===== src/sv/zfe_pkg.sv =====
`timescale 1ns / 1ps
// ----------------------------------------------------------------------------
// zfe_pkg
// shared types for the z array engine: controller states, command and status
// ----------------------------------------------------------------------------
package zfe_pkg;

    // result field widths
    localparam int POS_W = 6;
    localparam int LEN_W = 6;

    typedef enum logic [3:0] {
        ST_LOAD,
        ST_START,
        ST_SEED,
        ST_CLIP,
        ST_CMP,
        ST_CMPW,
        ST_WRITE,
        ST_OUT_RD,
        ST_OUT
    } zfe_state_t;

    typedef struct packed {
        logic load;      // byte beat accepted
        logic start;     // begin the pass
        logic clip;      // seed length from mirrored entry
        logic cmp_step;  // compare of stored bytes matched
        logic write_z;   // commit entry for current position
        logic out_sel;   // z store read follows the output position
        logic out_next;  // result beat taken
    } zfe_cmd_t;

    typedef struct packed {
        logic count_one; // string holds a single byte
        logic cmp_ok;    // extension still inside the string
        logic match;     // compared bytes are equal
        logic last_i;    // current position is the final one
    } zfe_status_t;

endpackage


===== src/sv/zfe_ctrl.sv =====
`timescale 1ns / 1ps
// ----------------------------------------------------------------------------
// zfe_ctrl
// sequencer for load, z pass and result output
// ----------------------------------------------------------------------------
module zfe_ctrl
(
    input  logic                clk,
    input  logic                rst_n,
    input  logic                in_valid,
    input  logic                end_of_string,
    input  logic                out_stall,
    input  zfe_pkg::zfe_status_t status,
    output zfe_pkg::zfe_cmd_t   cmd,
    output logic                in_stall,
    output logic                out_valid
);
    import zfe_pkg::*;

    zfe_state_t state_reg;
    zfe_state_t state_next;

    always_ff @(posedge clk or negedge rst_n)
    begin
        if (!rst_n)
        begin
            state_reg <= ST_LOAD;
        end
        else
        begin
            state_reg <= state_next;
        end
    end

    always_comb
    begin
        state_next = state_reg;
        case (state_reg)
            ST_LOAD:
            begin
                if (in_valid && end_of_string)
                begin
                    state_next = ST_START;
                end
            end
            ST_START:  state_next = status.count_one ? ST_OUT_RD : ST_SEED;
            ST_SEED:   state_next = ST_CLIP;
            ST_CLIP:   state_next = ST_CMP;
            ST_CMP:    state_next = status.cmp_ok ? ST_CMPW : ST_WRITE;
            ST_CMPW:   state_next = status.match ? ST_CMP : ST_WRITE;
            ST_WRITE:  state_next = status.last_i ? ST_OUT_RD : ST_SEED;
            ST_OUT_RD: state_next = ST_OUT;
            ST_OUT:
            begin
                if (!out_stall)
                begin
                    state_next = status.last_i ? ST_LOAD : ST_OUT_RD;
                end
            end
            default:   state_next = ST_LOAD;
        endcase
    end

    always_comb
    begin
        cmd       = '0;
        in_stall  = 1'b1;
        out_valid = 1'b0;
        case (state_reg)
            ST_LOAD:
            begin
                in_stall = 1'b0;
                cmd.load = in_valid;
            end
            ST_START:  cmd.start = 1'b1;
            ST_SEED:   cmd.out_sel = 1'b0;
            ST_CLIP:   cmd.clip = 1'b1;
            ST_CMP:    cmd.out_sel = 1'b0;
            ST_CMPW:   cmd.cmp_step = status.match;
            ST_WRITE:  cmd.write_z = 1'b1;
            ST_OUT_RD: cmd.out_sel = 1'b1;
            ST_OUT:
            begin
                cmd.out_sel  = 1'b1;
                out_valid    = 1'b1;
                cmd.out_next = !out_stall;
            end
            default:   cmd = '0;
        endcase
    end

endmodule


===== src/sv/zfe_datapath.sv =====
`timescale 1ns / 1ps
// ----------------------------------------------------------------------------
// zfe_datapath
// string and z stores, match window, position and length counters
// ----------------------------------------------------------------------------
module zfe_datapath
#(
    parameter int MAX_LEN = 64
)
(
    input  logic                       clk,
    input  logic                       rst_n,
    input  zfe_pkg::zfe_cmd_t          cmd,
    input  logic [7:0]                 char_byte,
    output zfe_pkg::zfe_status_t       status,
    output logic [zfe_pkg::POS_W-1:0]  position,
    output logic [zfe_pkg::LEN_W-1:0]  match_length,
    output logic                       last_result,
    output logic                       overflow
);
    import zfe_pkg::*;

    localparam int AW = (MAX_LEN > 1) ? $clog2(MAX_LEN) : 1;
    localparam int CW = $clog2(MAX_LEN + 1);

    logic [7:0]    text_mem [MAX_LEN];
    logic [AW-1:0] z_mem    [MAX_LEN];

    logic [CW-1:0] count_reg, count_next;
    logic          ovf_reg, ovf_next;
    logic [CW-1:0] i_reg, i_next;
    logic [CW-1:0] len_reg, len_next;
    logic [AW-1:0] wl_reg, wl_next;
    logic [CW-1:0] wend_reg, wend_next;

    logic [7:0]    ta_reg, tb_reg;
    logic [AW-1:0] zrd_reg;

    logic [CW-1:0] ilen;
    logic [CW-1:0] room;
    logic [CW-1:0] mirror;
    logic [AW-1:0] z_addr;
    logic          z_we;
    logic [AW-1:0] z_wa;
    logic [AW-1:0] z_wd;
    logic          text_we;

    assign ilen   = CW'(i_reg + len_reg);
    assign room   = CW'(wend_reg - i_reg);
    assign mirror = CW'(zrd_reg);
    assign z_addr = cmd.out_sel ? i_reg[AW-1:0] : AW'(i_reg[AW-1:0] - wl_reg);

    assign status.count_one = (count_reg == CW'(1));
    assign status.cmp_ok    = (ilen < count_reg);
    assign status.match     = (ta_reg == tb_reg);
    assign status.last_i    = (CW'(i_reg + CW'(1)) == count_reg);

    assign text_we = cmd.load && (count_reg < CW'(MAX_LEN));
    assign z_we    = cmd.start || cmd.write_z;
    assign z_wa    = cmd.start ? '0 : i_reg[AW-1:0];
    assign z_wd    = cmd.start ? '0 : len_reg[AW-1:0];

    always_comb
    begin
        count_next = count_reg;
        ovf_next   = ovf_reg;
        i_next     = i_reg;
        len_next   = len_reg;
        wl_next    = wl_reg;
        wend_next  = wend_reg;
        if (cmd.load)
        begin
            if (count_reg < CW'(MAX_LEN))
            begin
                count_next = CW'(count_reg + CW'(1));
            end
            else
            begin
                ovf_next = 1'b1;
            end
        end
        if (cmd.start)
        begin
            i_next    = status.count_one ? '0 : CW'(1);
            len_next  = '0;
            wl_next   = '0;
            wend_next = '0;
        end
        if (cmd.clip)
        begin
            if (i_reg < wend_reg)
            begin
                len_next = (mirror < room) ? mirror : room;
            end
            else
            begin
                len_next = '0;
            end
        end
        if (cmd.cmp_step)
        begin
            len_next = CW'(len_reg + CW'(1));
        end
        if (cmd.write_z)
        begin
            // window reaching at least as far moves to this position
            if (ilen >= wend_reg)
            begin
                wl_next   = i_reg[AW-1:0];
                wend_next = ilen;
            end
            i_next = status.last_i ? '0 : CW'(i_reg + CW'(1));
        end
        if (cmd.out_next)
        begin
            if (status.last_i)
            begin
                count_next = '0;
                ovf_next   = 1'b0;
                i_next     = '0;
            end
            else
            begin
                i_next = CW'(i_reg + CW'(1));
            end
        end
    end

    always_ff @(posedge clk or negedge rst_n)
    begin
        if (!rst_n)
        begin
            count_reg <= '0;
            ovf_reg   <= 1'b0;
            i_reg     <= '0;
            len_reg   <= '0;
            wl_reg    <= '0;
            wend_reg  <= '0;
        end
        else
        begin
            count_reg <= count_next;
            ovf_reg   <= ovf_next;
            i_reg     <= i_next;
            len_reg   <= len_next;
            wl_reg    <= wl_next;
            wend_reg  <= wend_next;
        end
    end

    // stores with registered reads
    always_ff @(posedge clk)
    begin
        if (text_we)
        begin
            text_mem[count_reg[AW-1:0]] <= char_byte;
        end
        ta_reg <= text_mem[len_reg[AW-1:0]];
        tb_reg <= text_mem[ilen[AW-1:0]];
    end

    always_ff @(posedge clk)
    begin
        if (z_we)
        begin
            z_mem[z_wa] <= z_wd;
        end
        zrd_reg <= z_mem[z_addr];
    end

    assign position     = POS_W'(i_reg[AW-1:0]);
    assign match_length = LEN_W'(zrd_reg);
    assign last_result  = status.last_i;
    assign overflow     = ovf_reg;

endmodule


===== src/sv/z_function_engine_unit.sv =====
`timescale 1ns / 1ps
// ----------------------------------------------------------------------------
// z_function_engine_unit
// z array of a byte string, one result beat per stored position
// ----------------------------------------------------------------------------
// bytes stream in one beat per cycle and are kept in an on-chip store of
// MAX_LEN entries; bytes past that depth are dropped and every result of the
// string then carries overflow. the beat flagged end_of_string closes the
// string and starts the z pass; no input beat is taken until the last result
// beat of that string has been delivered. the pass is a start step and then
// one controller loop over positions 1 to n-1: per position a mirror read,
// clip, compare check and commit, plus a compare wait and a further compare
// check for every matching byte compare and a compare wait for the mismatching
// compare that ends an extension, as the string store reads are registered.
// matching compares total at most n over the string. results then leave as a
// z store read and then the beat for each position, in position order with
// last_result on the final one; match_length is 0 at position 0.
// ----------------------------------------------------------------------------
module z_function_engine_unit
#(
    parameter int MAX_LEN = 64
)
(
    input  logic                       clk,
    input  logic                       rst_n,
    // byte input
    input  logic                       in_valid,
    output logic                       in_stall,
    input  logic [7:0]                 char_byte,
    input  logic                       end_of_string,
    // result output
    output logic                       out_valid,
    input  logic                       out_stall,
    output logic [zfe_pkg::POS_W-1:0]  position,
    output logic [zfe_pkg::LEN_W-1:0]  match_length,
    output logic                       last_result,
    output logic                       overflow
);
    import zfe_pkg::*;

    // command and status between sequencer and datapath
    zfe_cmd_t    cmd;
    zfe_status_t status;

    // sequencer: load, per-position seed / compare / commit, result beats
    zfe_ctrl u_ctrl
    (
        .clk           (clk),
        .rst_n         (rst_n),
        .in_valid      (in_valid),
        .end_of_string (end_of_string),
        .out_stall     (out_stall),
        .status        (status),
        .cmd           (cmd),
        .in_stall      (in_stall),
        .out_valid     (out_valid)
    );

    // stores, match window and counters
    zfe_datapath #(
        .MAX_LEN (MAX_LEN)
    ) u_datapath
    (
        .clk          (clk),
        .rst_n        (rst_n),
        .cmd          (cmd),
        .char_byte    (char_byte),
        .status       (status),
        .position     (position),
        .match_length (match_length),
        .last_result  (last_result),
        .overflow     (overflow)
    );

endmodule


===== config.mk =====
export PLATFORM = sky130hd
export DESIGN_NAME = z_function_engine_unit
export DESIGN_NICKNAME = d
export VERILOG_FILES = /design/src/sv/zfe_pkg.sv /design/src/sv/zfe_ctrl.sv /design/src/sv/zfe_datapath.sv /design/src/sv/z_function_engine_unit.sv
export SDC_FILE = /design/constraint.sdc
export NUM_CORES = 1
export LEC_CHECK = 0
export ABC_CLOCK_PERIOD_IN_PS = 5700
export BUFFER_PORTS_ARGS = -buffer_cell sky130_fd_sc_hd__buf_2
export CORE_MARGIN = 2
export CORE_UTILIZATION = 50
export CTS_CLUSTER_SIZE = 10
export DETAILED_ROUTE_END_ITERATION = 8
export PLACE_DENSITY_LB_ADDON = 0.2
export SYNTH_ARGS = -nofsm -noshare
export SYNTH_HDL_FRONTEND = slang
export SYNTH_SLANG_ARGS = --single-unit

===== constraint.sdc =====
create_clock -name clk -period 5.7 [get_ports clk]
set_input_delay 0.57 -clock clk [delete_from_list [all_inputs] [get_ports clk]]
set_output_delay 0.57 -clock clk [all_outputs]
set_load 0.01 [all_outputs]

### Word level (Yosys, flattened, before mapping)

Memories as Yosys holds them, arrays and structs flattened. A register that Yosys moved wholly into a read port is not among the register bits.
Index checks and enable logic that the tools add are counted.
W data, S select, Z words.

| operators by class | value |
|---|---|
| add/sub/neg operators | 6 |
| order comparisons | 5 |
| equality and inequality tests | 13 |
| muxes and demuxes | 48 |
| reduce and logical (&&, ||, !) cells | 9 |

Operators with widths:

| kind | number |
|---|---|
| $mux W7 | 16 |
| $mux W6 | 6 |
| $pmux W4 S9 | 1 |
| $add A7 B1 Y7 const B | 3 |
| $mux W1 | 18 |
| $eq A4 B3 Y1 const B | 4 |
| $lt A7 B7 Y1 | 2 |
| $mux W3 | 3 |
| $eq A4 B2 Y1 const B | 2 |
| $eq A8 B8 Y1 | 1 |
| $mux W4 | 2 |
| $add A7 B7 Y7 | 1 |
| $eq A7 B1 Y1 const B | 1 |
| $eq A7 B7 Y1 | 1 |
| $ge A7 B7 Y1 | 1 |
| $lt A6 B7 Y1 | 1 |
| $lt A7 B7 Y1 const B | 1 |
| $sub A7 B7 Y7 | 1 |
| $reduce_bool A3 Y1 | 2 |
| $sub A6 B6 Y6 | 1 |
| $eq A4 B1 Y1 const B | 1 |
| $eq A4 B4 Y1 const B | 1 |
| $logic_not A4 Y1 | 1 |
| $mux W2 | 2 |
| other kinds (7) | 8 |

| word-level totals | value |
|---|---|
| register bits | 39 |
| RAM bits | 896 |
| bits of input ports | 13 |
| memories | 2 |

Memories:

| name | words | bits a word | read ports | clocked after memory_dff | write ports | line | text |
|---|---|---|---|---|---|---|---|
| u_datapath.text_mem | 64 | 8 | 2 | 2 | 1 | zfe_datapath.sv:26 | `logic [7:0] text_mem [MAX_LEN];` |
| u_datapath.z_mem | 64 | 6 | 1 | 1 | 1 | zfe_datapath.sv:27 | `logic [AW-1:0] z_mem [MAX_LEN];` |

### Depth between registers and ports, before layout

| logic depth | value |
|---|---|
| depth in word-level cells | 6 |
| gate-level depth with buffers | 15 |
| depth with buffers taken out | 14 |

### Cells and area by module

Synthesis repeated with hierarchy kept, for this count alone.

| unflattened totals | value |
|---|---|
| cells, all modules | 2,457 |
| area total of the unflattened synthesis | 43,583.0 um^2 |

By module, submodules not included:

| module | instances | cells each | area each (um^2) | seq. area each (um^2) |
|---|---|---|---|---|
| zfe_datapath | 1 | 2,408 | 43,192.7 | 28,222.1 |
| zfe_ctrl | 1 | 49 | 390.4 | 100.1 |

### Least setup slack after synthesis

OpenSTA, ideal clock, no wires.

| timing path | value |
|---|---|
| kind | register to register |
| from | reg u_datapath.i_reg[0] |
| to | reg u_datapath.wend_reg[5] |
| library setup time | 125 ps |
| data arrival time | 3,988 ps |
| data required time | 5,575 ps |
| setup slack | 1,587 ps |
| cell stages (with the launch flop) | 15 |
| path buffers | 3 |
| clock period less this slack | 4,113 ps |
| cell sequence | dfrtp_1 -> ha_1 -> buf_1 -> clkbuf_1 -> inv_1 -> ha_1 -> nand2b_1 -> a21o_1 -> a21o_1 -> a21oi_1 -> nor2b_1 -> o21ai_0 -> a21o_1 -> buf_1 -> mux2_2 |

| on the way | value |
|---|---|
| longest elaborated chain between the ends | 4 |

RTL lines:

| item | line | text |
|---|---|---|
| start: declaration | zfe_datapath.sv:31 | `logic [CW-1:0] i_reg, i_next;` |
| start signal: assignment | zfe_datapath.sv:144 | `i_reg <= i_next;` |
| $add A7 B7 Y7 (*) | zfe_datapath.sv:48 | `assign ilen = CW'(i_reg + len_reg);` |
| $ge A7 B7 Y1 | zfe_datapath.sv:107 | `if (ilen >= wend_reg)` |
| $mux W7 (*) | zfe_datapath.sv:107 |  |
| $mux W7 (*) | zfe_datapath.sv:104 | `if (cmd.write_z)` |
| named net u_datapath.wend_next[5] | zfe_datapath.sv:34 | `logic [CW-1:0] wend_reg, wend_next;` |
| end signal: assignment | zfe_datapath.sv:147 | `wend_reg <= wend_next;` |
| end: declaration | zfe_datapath.sv:34 |  |

Mark *: on every way through the listed nets, which the timed path passes. The rest lies on a longest branch.
A chain may end at the register's enable or synchronous reset.

### Final worst setup path

| timing path | value |
|---|---|
| from | reg u_datapath.i_reg[0] |
| to | reg u_datapath.zrd_reg[2] (netlist: u_datapath.match_length[2]), read port of u_datapath.z_mem |

| on the way | value |
|---|---|
| longest elaborated chain between the ends | 2 |

RTL lines:

| item | line | text |
|---|---|---|
| $sub A6 B6 Y6 | zfe_datapath.sv:51 | `assign z_addr = cmd.out_sel ? i_reg[AW-1:0] : AW'(i_reg[AW-1:0] - wl_reg);` |
| $mux W6 (*) | zfe_datapath.sv:51 |  |
| end: declaration | zfe_datapath.sv:37 | `logic [AW-1:0] zrd_reg;` |

Every way passes the cells marked *; elsewhere a longest branch is shown, timed or not.

==> impl_metrics.py <==
metrics = {
    "sta": {
        "maxSlewViolCount": 0,
        "fmax_ghz": 0.226,
        "fin_crit_sh_pct": 77.5,
        "grt_setup_unrepaired": "no",
        "finalSetupTns_ns": 0,
        "fin_crit_ns": 4.42,
        "setup_violations": 0,
        "max_slew_margin_pct": 12.0,
        "worst_clock_skew_ns": 0.0629,
        "worst_pin_slew_ns": 1.32,
        "finalHoldViolations": 0,
    },
    "die": {
        "fp-row-count": 107,
        "die_x_um": 297,
        "die-area_um2": 88400,
        "coreArea_um2": 85100,
        "die_h_um": 297,
        "initial_utilization_pct": 50.5,
        "ios": 29,
    },
    "power_and_ir_drop": {
        "intPower_uw": 14800,
        "peakVddDrop_mv": 0.303,
        "power_frac_comb_pct": 34.3,
        "seqPwrFrac_pct": 36.9,
        "switching_power_uw": 7260,
        "power_uw": 22100,
        "swShare_pct": 32.9,
        "clkPwrFrac_pct": 28.7,
        "power_density_nw_per_um2": 462,
        "p_leak_uw": 0.0154,
    },
    "route": {
        "initialDrtViolationCount": 3229,
        "remaining_drc_errors": 0,
        "drt-total-wl_um": 113000,
        "num_vias": 24200,
        "post_drt_via_cell_ratio": 6.63,
        "dr.pass1.iters": 7,
        "wire_per_inst_um": 30.8,
        "postRouteAntennaNets": 0,
    },
    "clock_tree": {
        "insertion_delay_ns": 0.69,
        "cts_sinks": 957,
        "cts_setup_buffers": 0,
        "cts_hold_buf": 0,
        "clk_pin_slew_ns": 0.06,
        "numCtsBuffers": 108,
        "cts_max_level": 3,
        "cts_resized": 0,
        "clockRootBuffer": "clkbuf_16",
        "cts_tree": "built",
        "clock_path_buffers": 3,
    },
    "cells_and_area": {
        "diodes": 0,
        "multiInputGateArea_um2": 14000,
        "largest_register_ffs": 512,
        "drive_above_1_share_pct": 25.1,
        "regArea_um2": 28300,
        "nFillCells": 6475,
        "final_nets": 2500,
        "syn_to_final_growth_pct": 10.9,
    },
    "critical_path": {
        "cp_slowest_stage_delay_ns": 0.95,
        "critPathMaxFanout": 58,
        "cp-start-kind": "register",
        "slowest_stage": "nand2_2",
        "worst-r2r-cell-count": 9,
        "critPathArrivalTime_ns": 5.05,
        "worst_setup_path_end_kind": "register",
        "worstSetupPathType": "register to register",
        "crit_required_ns": 6.33,
        "path_cells": "inv_1 -> ha_1 -> or3_4 -> nand2_2 -> nor2_1 -> a32o_1 -> a221oi_1 -> o2111ai_1 -> a32oi_1",
    },
    "synthesis": {
        "ys_ff_latch": 957,
        "synthArstFlopShare_pct": 4.08,
        "ys_warn_count": 0,
        "synth_area_leaders": "edfxtp_1, mux4_2, dfrtp_1",
        "synth_nets": 2461,
        "syn-instance-count": 2405,
        "synth_top_cells_by_count": "edfxtp_1, mux4_2, nor2_1",
        "synth_area_um2": 43000,
        "seq_area_frac_synth_pct": 65.9,
        "synth_edf_count": 896,
        "ys_types": 74,
        "synth_area_leader_cell": "edfxtp_1",
        "synth_top_area_share_pct": 62.6,
        "synth.most_common_cell": "edfxtp_1",
        "avgSynthCellArea_um2": 17.9,
        "synth-main-ff-cell": "edfxtp_1",
    },
    "global_routing": {
        "grt_antenna_before_repair": 1,
        "grt_pass1_vias": 23800,
        "grtUsageTotal_pct": 25.7,
        "grt_overflow": 0,
        "grt_max_degree": 87,
        "grt_pass1_wl_um": 166000,
    },
    "place": {
        "port-buffer-count": 28,
        "hpwl_um": 71600,
        "place_congestion": 0.928,
    },
    "outcome": {
        "outcome": "complete, no violations",
    },
    "flow_run": {
        "maxCapViolCount": 0,
    },
    "hold_path": {
        "worstHoldPathType": "primary input to async pin",
    },
}
[stage by stage]
stage               cell area, um^2  hold slack (ns)  utilization (%)  setup WS, ns  std cells
floorplan                     43000            0.274                -          1.59       2405
global route                  47700           0.0921             56.0          1.04       3651
finish                        47700           0.0229             56.0          1.28       3651
CTS                           47700           0.0336             56.0          1.34       3651
detailed placement            44500            0.506             52.3          1.30       3478
global placement              44500            0.502             52.3          1.47       3478
[path summary, 6_finish.rpt]
path                                  startpoint                         end  slack (ns)
min in group clk                    char_byte[4]  u_datapath.text_mem[59][4]        0.13
max in group asynchronous                  rst_n       u_datapath.len_reg[0]        5.00
setup / recovery             u_datapath.i_reg[0]  u_datapath.match_length[2]        1.28
hold reg to reg            u_datapath.len_reg[6]       u_datapath.len_reg[6]        0.51
hold / removal                             rst_n       u_datapath.len_reg[3]        0.02
setup reg to reg             u_datapath.i_reg[0]  u_datapath.match_length[2]        1.28
[routing by layer]
metal / routed length (um) / global-route usage, %
met2: 52100 / 39.3
met1: 45600 / 37.5
met4: 2920 / 6.95
met3: 12000 / 5.97
met5: 15 / 0
[kinds of logic after synthesis]
group / after synthesis / synth area share [%]
adder cells (fa/ha/maj): 43 / 1.30
XOR/XNOR: 35 / 0.745
AND/OR/NAND/NOR: 505 / 5.24
flip-flops: 957 / 65.9
AO/OA/AOI/OAI: 245 / 3.95
multiplexers: 422 / 20.8
buffers and inverters: 198 / 2.05
[power groups by stage]
stage	combinational (uW)	sequential [uW]	clock (uW)
final	7570	8150	6340
after global routing	8020	8160	6710
after CTS	7570	8140	6420
after detailed placement	7540	8280	0
after global placement	7480	8280	0
after floorplan	5320	8150	0
[cells in the final DEF (no fill, tap or decap), types with 35 or more instances in the layout]
cell type	count
mux4_2	378
nand3_1	46
mux2i_1	38
nor2_1	185
nand2_1	158
clkbuf_16	108
clkbuf_1	50
buf_4	53
dfrtp_1	35
ha_1	39
a21oi_1	57
inv_1	35
edfxtp_1	896
[layout make-up]
| cell class | count | share of cell area [%] |
|---|---|---|
| clock buffer | 164 | 6.23 |
| clock inverter | 9 | 0.456 |
| inverter | 41 | 0.333 |
| multi-input combinational | 1250 | 29.2 |
| sequential | 957 | 59.4 |
| tap | 1144 | 3.00 |
| timing repair buffer | 86 | 1.34 |
[worst max-delay path: cells and delay by family (launching register included)]
kind	cells	cell delay [ns]
AO/OA/AOI/OAI	4	1.27
AND/OR/NAND/NOR	3	1.75
flip-flops	1	0.76
adder cells (fa/ha/maj)	1	0.34
buffers and inverters	1	0.21
No activity file was read; power rests on OpenSTA's default activity.
